==> config.mk <==
export PLATFORM = sky130hd
export DESIGN_NAME = vmtfdq_ctrl
export DESIGN_NICKNAME = d
export VERILOG_FILES = /design/src/design/vmtfdq_pkg.sv /design/src/design/vmtfdq_ctrl.sv
export SDC_FILE = /design/constraint.sdc
export NUM_CORES = 1
export LEC_CHECK = 0
export BUFFER_PORTS_ARGS = -buffer_cell sky130_fd_sc_hd__clkbuf_2
export CAP_MARGIN = 0
export CORE_AREA = 4 4 41 43
export CTS_BUF_LIST = sky130_fd_sc_hd__clkbuf_4
export DETAILED_ROUTE_END_ITERATION = 16
export DIE_AREA = 0 0 45 47
export GPL_TIMING_DRIVEN = 0
export SETUP_SLACK_MARGIN = 0.15
export SYNTH_ARGS = -nofsm -noshare
export SYNTH_HDL_FRONTEND = slang
export SYNTH_SLANG_ARGS = --single-unit
==> constraint.sdc <==
create_clock -name clk -period 1.55 [get_ports clk]
set_input_delay 0.0775 -clock clk [delete_from_list [all_inputs] [get_ports clk]]
set_output_delay 0.0775 -clock clk [all_outputs]
set_load 0.02 [all_outputs]
==> src/design/vmtfdq_pkg.sv <==
package vmtfdq_pkg;

    localparam int NUM_VARS = 1024;
    localparam int VAR_W = 10;
    localparam int STAMP_W = 32;
    localparam logic [STAMP_W-1:0] STAMP_MAX = '1;

    localparam logic [1:0] REQ_ENQ = 2'd0;
    localparam logic [1:0] REQ_DEQ = 2'd1;
    localparam logic [1:0] REQ_MTF = 2'd2;

    typedef struct packed {
        logic             v;
        logic [VAR_W-1:0] idx;
    } link_t;

    typedef enum logic [3:0] {
        OP_IDLE,
        OP_CLEAR,
        OP_FETCH,
        OP_DECIDE,
        OP_UNLINK_A,
        OP_UNLINK_B,
        OP_APPEND_A,
        OP_APPEND_B,
        OP_WALK_INIT,
        OP_WALK_STEP,
        OP_WALK_NEXT,
        OP_FINISH_A,
        OP_FINISH_B,
        OP_FINISH_C,
        OP_EMIT
    } op_t;

    typedef enum logic [3:0] {
        ST_CLEAR,
        ST_IDLE,
        ST_FETCH,
        ST_DECIDE,
        ST_UNLINK_A,
        ST_UNLINK_B,
        ST_APPEND_A,
        ST_APPEND_B,
        ST_WALK_INIT,
        ST_WALK_STEP,
        ST_WALK_NEXT,
        ST_FINISH_A,
        ST_FINISH_B,
        ST_FINISH_C,
        ST_EMIT
    } state_t;

    typedef struct packed {
        op_t  op;
        logic accept;
        logic load_out;
    } cmd_t;

    typedef struct packed {
        logic       bad;
        logic [1:0] req;
        logic       is_tail;
        logic       renum;
        logic       walk_done;
        logic       clear_done;
    } status_t;

endpackage

==> src/design/vmtfdq_ctrl.sv <==
module vmtfdq_ctrl (
    input  logic                clk,
    input  logic                rst_n,
    input  logic                in_valid,
    output logic                in_stall,
    output logic                out_valid,
    input  logic                out_stall,
    input  vmtfdq_pkg::status_t stat,
    output vmtfdq_pkg::cmd_t    cmd
);
    import vmtfdq_pkg::*;

    state_t state_reg;
    state_t state_next;
    logic   out_valid_reg;
    logic   out_valid_next;

    assign out_valid = out_valid_reg;
    assign in_stall  = state_reg != ST_IDLE;

    always_ff @(posedge clk or negedge rst_n)
    begin
        if (!rst_n)
        begin
            state_reg     <= ST_CLEAR;
            out_valid_reg <= 1'b0;
        end
        else
        begin
            state_reg     <= state_next;
            out_valid_reg <= out_valid_next;
        end
    end

    always_comb
    begin
        state_next   = state_reg;
        cmd.op       = OP_IDLE;
        cmd.accept   = 1'b0;
        cmd.load_out = 1'b0;
        case (state_reg)
            ST_CLEAR:
            begin
                cmd.op = OP_CLEAR;
                if (stat.clear_done)
                begin
                    state_next = ST_IDLE;
                end
            end
            ST_IDLE:
            begin
                if (in_valid)
                begin
                    cmd.accept = 1'b1;
                    state_next = ST_FETCH;
                end
            end
            ST_FETCH:
            begin
                cmd.op     = OP_FETCH;
                state_next = ST_DECIDE;
            end
            ST_DECIDE:
            begin
                cmd.op = OP_DECIDE;
                if (stat.bad)
                begin
                    state_next = ST_FINISH_A;
                end
                else
                begin
                    case (stat.req)
                        REQ_ENQ: state_next = ST_APPEND_A;
                        REQ_DEQ: state_next = ST_UNLINK_A;
                        REQ_MTF: state_next = stat.is_tail ? ST_FINISH_A : ST_UNLINK_A;
                        default: state_next = ST_FINISH_A;
                    endcase
                end
            end
            ST_UNLINK_A:
            begin
                cmd.op     = OP_UNLINK_A;
                state_next = ST_UNLINK_B;
            end
            ST_UNLINK_B:
            begin
                cmd.op     = OP_UNLINK_B;
                state_next = (stat.req == REQ_DEQ) ? ST_FINISH_A : ST_APPEND_A;
            end
            ST_APPEND_A:
            begin
                cmd.op     = OP_APPEND_A;
                state_next = ST_APPEND_B;
            end
            ST_APPEND_B:
            begin
                cmd.op     = OP_APPEND_B;
                state_next = stat.renum ? ST_WALK_INIT : ST_FINISH_A;
            end
            ST_WALK_INIT:
            begin
                cmd.op     = OP_WALK_INIT;
                state_next = ST_WALK_STEP;
            end
            ST_WALK_STEP:
            begin
                cmd.op     = OP_WALK_STEP;
                state_next = stat.walk_done ? ST_FINISH_A : ST_WALK_NEXT;
            end
            ST_WALK_NEXT:
            begin
                cmd.op     = OP_WALK_NEXT;
                state_next = ST_WALK_STEP;
            end
            ST_FINISH_A:
            begin
                cmd.op     = OP_FINISH_A;
                state_next = ST_FINISH_B;
            end
            ST_FINISH_B:
            begin
                cmd.op     = OP_FINISH_B;
                state_next = ST_FINISH_C;
            end
            ST_FINISH_C:
            begin
                cmd.op     = OP_FINISH_C;
                state_next = ST_EMIT;
            end
            ST_EMIT:
            begin
                cmd.op = OP_EMIT;
                if (!out_valid_reg || !out_stall)
                begin
                    cmd.load_out = 1'b1;
                    state_next   = ST_IDLE;
                end
            end
            default:
            begin
                state_next = ST_IDLE;
            end
        endcase
    end

    always_comb
    begin
        out_valid_next = out_valid_reg;
        if (cmd.load_out)
        begin
            out_valid_next = 1'b1;
        end
        else if (!out_stall)
        begin
            out_valid_next = 1'b0;
        end
    end

endmodule

==> results.cfg, run 1 <==
[pwr]
leakage_nw = 0.366
vdd_drop_max_uv = 927
powerDensity_nw_per_um2 = 2080

[timing]
setup_ws_ns = 0.168
final_max_slew_viol_count = 0
tightest_slew_ns = 0.318
period_needed_ns = 1.38
grt_setup_unrepaired = yes
max_freq_mhz = 724
clock_skew_ns = 0.00438
setup_viol = 0
hold_viol = 0
timing.setup.tns_ns = 0
finalCritPeriodShare = 0.891
slew_headroom = 0.787

[placement]
dp_slack_ns = 0.0366
io_buffers = 18
place_inst = 94
gp_congestion = 0.778
dpl.hpwl_um = 924

[setup_path]
cp-end-kind = output pin
path_class = reg -> out
required_ns = 1.47
crit_family = buffers and inverters
rr_startpoint = state_reg[1]$_DFFE_PN0P_
rr_endpoint = state_reg[0]$_DFFE_PN0P_
worstPathMaxFanout = 10
crit_chain = clkbuf_8 > inv_2 > o21ai_0 > a21oi_1 > buf_4
r2r_slack_ns = 0.20
setup.worst_path.start_class = flip-flop
reg2reg_depth = 5
cpMaxStageDelayCell = dfrtp_1
worstPathArrival_ns = 1.30
path_buf_inv = 3
slowest_delay_ns = 0.39

[logic_synthesis]
yosys.area_share.adder = 0
synth_xor_area_frac = 0
synth_top_family_by_area = compound AO/OA/AOI/OAI gates
yosysSeqAreaShare = 0.278
synthesis.area_sq_um = 450
synth_compound_area_frac = 0.367
avgSynthCellArea_sq_um = 7.38
synth.distinct_cells = 27
synth.area.top_cells = dfrtp_1, a21oi_1, o21ai_0
synth-simple-area-share = 0.231
synthesis.nets = 72
yosys_register_bits = 5
synthCells = 61
synth_mux_area_frac = 0
yosysWarnings = 0
yosys.area.top_type = dfrtp_1
synth_top_area_frac = 0.278

[hold_path]
holdCritStartpoint = out_stall
min_delay_path_depth = 3
hold_path_class = in -> reg
worstHoldEndpoint = out_valid$_DFFE_PN0P_

[route]
vias_per_cell = 5.39
vias = 593
antenna_left = 0
avgRoutedWirePerCell_um = 12.7
wirelength_um = 1390
drcViolationCount = 0
drtIter0Drc = 12
first_pass_iters = 4

[floorplanning]
initial_core_util = 0.346
die_h_um = 47
io_pins = 19
fp.dieW_um = 45
core_area_sq_um = 1300
rows = 13
die_area_sq_um = 2120

[final_layout]
nets = 107
final_cells = 110
largest_reg_flops = 4
drive_gt1_frac = 0.526
area_growth_syn_to_layout_pct = 71.4
multiInputGateArea_sq_um = 315
fillers = 128
seqCellArea_sq_um = 125
antenna_cells = 0
utilization = 0.593

[cts]
cts.sinks = 5
cts_max_path_buffers = 2
cts_buffers = 3
htree_levels = 1
path_clk_slew_ns = 0.04
clock-root-buffer = clkbuf_4
clock_latency_ns = 0.24
cts_tree = done

[global_route]
grt_pass1_vias = 495
grt_pass1_wl_um = 2070
antenna_found_initial = 0
grt_max_degree = 11
grt_usage = 0.139
grt_overflow = 0

[flow_run]
drv_cap = 0

[run_status]
status = complete, no violations
## metrics by stage
step	hold WS, ns	area (sq um)	power (W)
floorplan	-0.218	455	0.000841
global placement	-0.0995	564	0.00106
detailed placement	-0.101	564	0.00106
CTS	0.139	701	0.00144
global route	0.183	772	0.00172
finish	0.166	772	0.00161
## layout make-up
class                           count  area share
Inverter                            5      0.0308
Buffer                              5      0.0762
Sequential cell                     5       0.162
Multi-Input combinational cell     46       0.408
Clock buffer                        4      0.0389
Tap cell                           15      0.0243
Timing Repair Buffer               30       0.259
## kinds of logic (layout without fill, tap and decap cells)
group,count (synthesis),after routing
AOI/OAI and AO/OA,27,27
DFF,5,5
buffers and inverters,10,44
and+or+nand+nor,19,19
## cell usage in the layout, fill, tap and decap left out, types with 2 or more instances in the layout
| cell | count |
|---|---|
| inv_1 | 3 |
| a21oi_1 | 8 |
| nor2_1 | 2 |
| clkbuf_4 | 4 |
| dfrtp_1 | 5 |
| nand3_1 | 3 |
| buf_6 | 2 |
| buf_8 | 2 |
| nand2_1 | 4 |
| a31oi_1 | 2 |
| o21ai_0 | 7 |
| clkbuf_2 | 13 |
| a21oi_2 | 2 |
| nor2_2 | 2 |
| buf_4 | 15 |
## timing repair
action,4_1_cts,5_1_grt
resized for setup,13,15
setup buffers,7,4
hold endpoints to repair,5,0
hold buffers,1,0
gates cloned,0,0
setup endpoints to repair,8,8
pin swaps,2,5
## worst max path at each step
| stage | start | cells past startpoint | to |
|---|---|---|---|
| 2_1_floorplan | state_reg[2]$_DFFE_PN0P_ | 4 | cmd[1] |
| 3_3_place_gp | state_reg[0]$_DFFE_PN0P_ | 5 | state_reg[0]$_DFFE_PN0P_ |
| 3_5_place_dp | state_reg[0]$_DFFE_PN0P_ | 5 | state_reg[0]$_DFFE_PN0P_ |
| 4_1_cts | state_reg[0]$_DFFE_PN0P_ | 5 | cmd[0] |
| 5_1_grt | state_reg[0]$_DFFE_PN0P_ | 5 | cmd[0] |
| 6_report | state_reg[3]$_DFFE_PN0P_ | 5 | cmd[2] |
## report_power, final
| part | switching (W) | internal, W | total [W] |
|---|---|---|---|
| Sequential | 0.0000349 | 0.000191 | 0.000226 |
| Combinational | 0.000640 | 0.000572 | 0.00121 |
| Clock | 0.0000528 | 0.000115 | 0.000168 |
| Total | 0.000728 | 0.000877 | 0.00161 |
## worst min-delay path, cell delays in order
cell and delay, ns:
clkbuf_2 0.10, nand2_1 0.10, nand2_1 0.09
## synth_stat cells (all sizes together)
| cell | number |
|---|---|
| o21ai | 7 |
| inv | 5 |
| o21a | 1 |
| or3 | 1 |
| and4b | 1 |
| nand2 | 4 |
| nor2b | 1 |
| nand4b | 1 |
| a211o | 2 |
| a31oi | 3 |
| nor4 | 1 |
| a21oi | 10 |
| nand3 | 4 |
| o32a | 1 |
| dfrtp | 5 |
| a311oi | 1 |
| nor2 | 5 |
| nor3b | 1 |
| a41oi | 1 |
| o21bai | 1 |
| clkbuf | 2 |
| buf | 3 |
## layer usage
layer,vias up,GRT usage,wire (um)
met5,-,0,0
met4,0,0.0526,0
met3,0,0.0690,86
met2,14,0.234,722
met1,286,0.149,583
li1,293,-,-
No activity file was read; power rests on OpenSTA's default activity.
==> run 2, diff against run 1 <==
Settings changed: ABC_CLOCK_PERIOD_IN_PS set to 1550, MAX_ROUTING_LAYER set to met4.
==> results.cfg, run 2 (synthesized netlist as in run 1, its figures left out) <==
[floorplanning]
initial_core_util = 0.346
core_area_sq_um = 1300
io_pins = 19
fp.dieW_um = 45
rows = 13
die_h_um = 47
die_area_sq_um = 2120

[setup_path]
worstPathMaxFanout = 10
rr_startpoint = state_reg[1]$_DFFE_PN0P_
slowest_delay_ns = 0.39
required_ns = 1.47
reg2reg_depth = 5
cpMaxStageDelayCell = dfrtp_1
r2r_slack_ns = 0.20
worstPathArrival_ns = 1.30
rr_endpoint = state_reg[0]$_DFFE_PN0P_
cp-end-kind = output pin
path_class = reg -> out
setup.worst_path.start_class = flip-flop
crit_chain = clkbuf_8 > inv_2 > o21ai_0 > a21oi_1 > buf_4

[pwr]
p_sw_frac = 0.453
internal_power_w = 0.000877
p_seq_frac = 0.141
p_comb_frac = 0.755
powerDensity_nw_per_um2 = 2080
vdd_drop_max_uv = 928
p_sw_w = 0.000726
leakage_nw = 0.366
p_clk_frac = 0.104

[placement]
placed_area_sq_um = 564
place_inst = 94
io_buffers = 18
gp_congestion = 0.789
dpl.hpwl_um = 924

[hold_path]
worstHoldEndpoint = out_valid$_DFFE_PN0P_
min_delay_path_depth = 3
holdCritStartpoint = out_stall
hold_path_class = in -> reg

[global_route]
grt.busiest_layer = met2
grt_pass1_vias = 495
grt.met1_usage = 0.152
antenna_found_initial = 0
grt_max_degree = 11
grt_overflow = 0
grt_pass1_wl_um = 2060
grtUsageMet2 = 0.234
grt.met3_usage = 0.0651
grt_usage = 0.143

[final_layout]
antenna_cells = 0
final_cells = 110
final_area_sq_um = 772
area_growth_syn_to_layout_pct = 71.4
largest_reg_flops = 4
drive_gt1_frac = 0.526
fillers = 128
final_cell_mix = buf_4, clkbuf_2, a21oi_1, o21ai_0, dfrtp_1
final_common_cell = buf_4
nets = 107

[timing]
setup_viol = 0
grt_setup_unrepaired = yes
hold_viol = 0
tightest_slew_ns = 0.318
clock_skew_ns = 0.00333
period_needed_ns = 1.38
final_max_slew_viol_count = 0
timing.setup.tns_ns = 0
finalCritPeriodShare = 0.890
slew_headroom = 0.787
max_freq_mhz = 725

[route]
avgRoutedWirePerCell_um = 12.6
vias = 597
antenna_left = 0
wirelength_um = 1390
vias_per_cell = 5.43
drcViolationCount = 0
first_pass_iters = 4
drtIter0Drc = 12

[cts]
cts_max_path_buffers = 2
clock_latency_ns = 0.24
htree_levels = 1
cts.sinks = 5
clock-root-buffer = clkbuf_4
path_clk_slew_ns = 0.04
cts_buffers = 3
cts_tree = done

[run_status]
status = complete, no violations

[flow_run]
drv_cap = 0
run 2: cell counts in the layout (fill, tap and decap cells not counted):
Identical to the previous run, type by type.
run 2: how the worst max path moves through the flow:
stage	endpoint	start	slack, ns
2_1_floorplan	cmd[1]	state_reg[2]$_DFFE_PN0P_	0.22
5_1_grt	cmd[0]	state_reg[0]$_DFFE_PN0P_	0.09
3_5_place_dp	state_reg[0]$_DFFE_PN0P_	state_reg[0]$_DFFE_PN0P_	0.04
3_3_place_gp	state_reg[0]$_DFFE_PN0P_	state_reg[0]$_DFFE_PN0P_	0.04
4_1_cts	cmd[0]	state_reg[0]$_DFFE_PN0P_	0.13
6_report	cmd[2]	state_reg[3]$_DFFE_PN0P_	0.17
run 2: cell type report:
class | instances | area, sq um | area share
inverters | 5 | 23.8 | 0.0308
flip-flops and latches | 5 | 125 | 0.162
multi-input cells | 46 | 315 | 0.408
well taps | 15 | 18.8 | 0.0243
repair buffers | 30 | 200 | 0.259
plain buffers | 5 | 58.8 | 0.0762
clock buffers | 4 | 30.0 | 0.0389
run 2: repair_timing:
item                                    CTS  global route
hold buffers                              1             0
buffers inserted                          7             4
endpoints found under the setup margin    8             8
pin swaps                                 2             5
resized for setup                        13            15
cloned                                    0             0
hold endpoints to repair                  5             0
run 2: power by group through the flow:
| stage | Sequential [W] | Clock, W | Combinational (W) |
|---|---|---|---|
| floorplan | 0.000224 | 0 | 0.000617 |
| global placement | 0.000223 | 0 | 0.000835 |
| detailed placement | 0.000224 | 0 | 0.000832 |
| CTS | 0.000221 | 0.000178 | 0.00105 |
| global route | 0.000234 | 0.000190 | 0.00129 |
| finish | 0.000225 | 0.000167 | 0.00121 |
run 2: layer usage:
metal,vias up,wire (um)
met3,2,88
met4,0,12
li1,293,-
met2,16,708
met5,-,0
met1,286,577
run 2: critical path, delay by kind of cell, from the launching register on:
kind / cells / cell delay, ns
AOI/OAI and AO/OA: 2 / 0.23
DFF: 1 / 0.39
buffers and inverters: 3 / 0.44
run 2: per-stage QoR:
stage	total power (W)	worst slack [ns]	hold WS [ns]	util
6_report	0.00160	0.170	0.166	0.593
5_1_grt	0.00172	0.0870	0.183	0.593
4_1_cts	0.00144	0.128	0.139	0.538
3_5_place_dp	0.00106	0.0366	-0.101	0.434
3_3_place_gp	0.00106	0.0382	-0.0995	0.434
2_1_floorplan	0.000841	0.215	-0.218	-
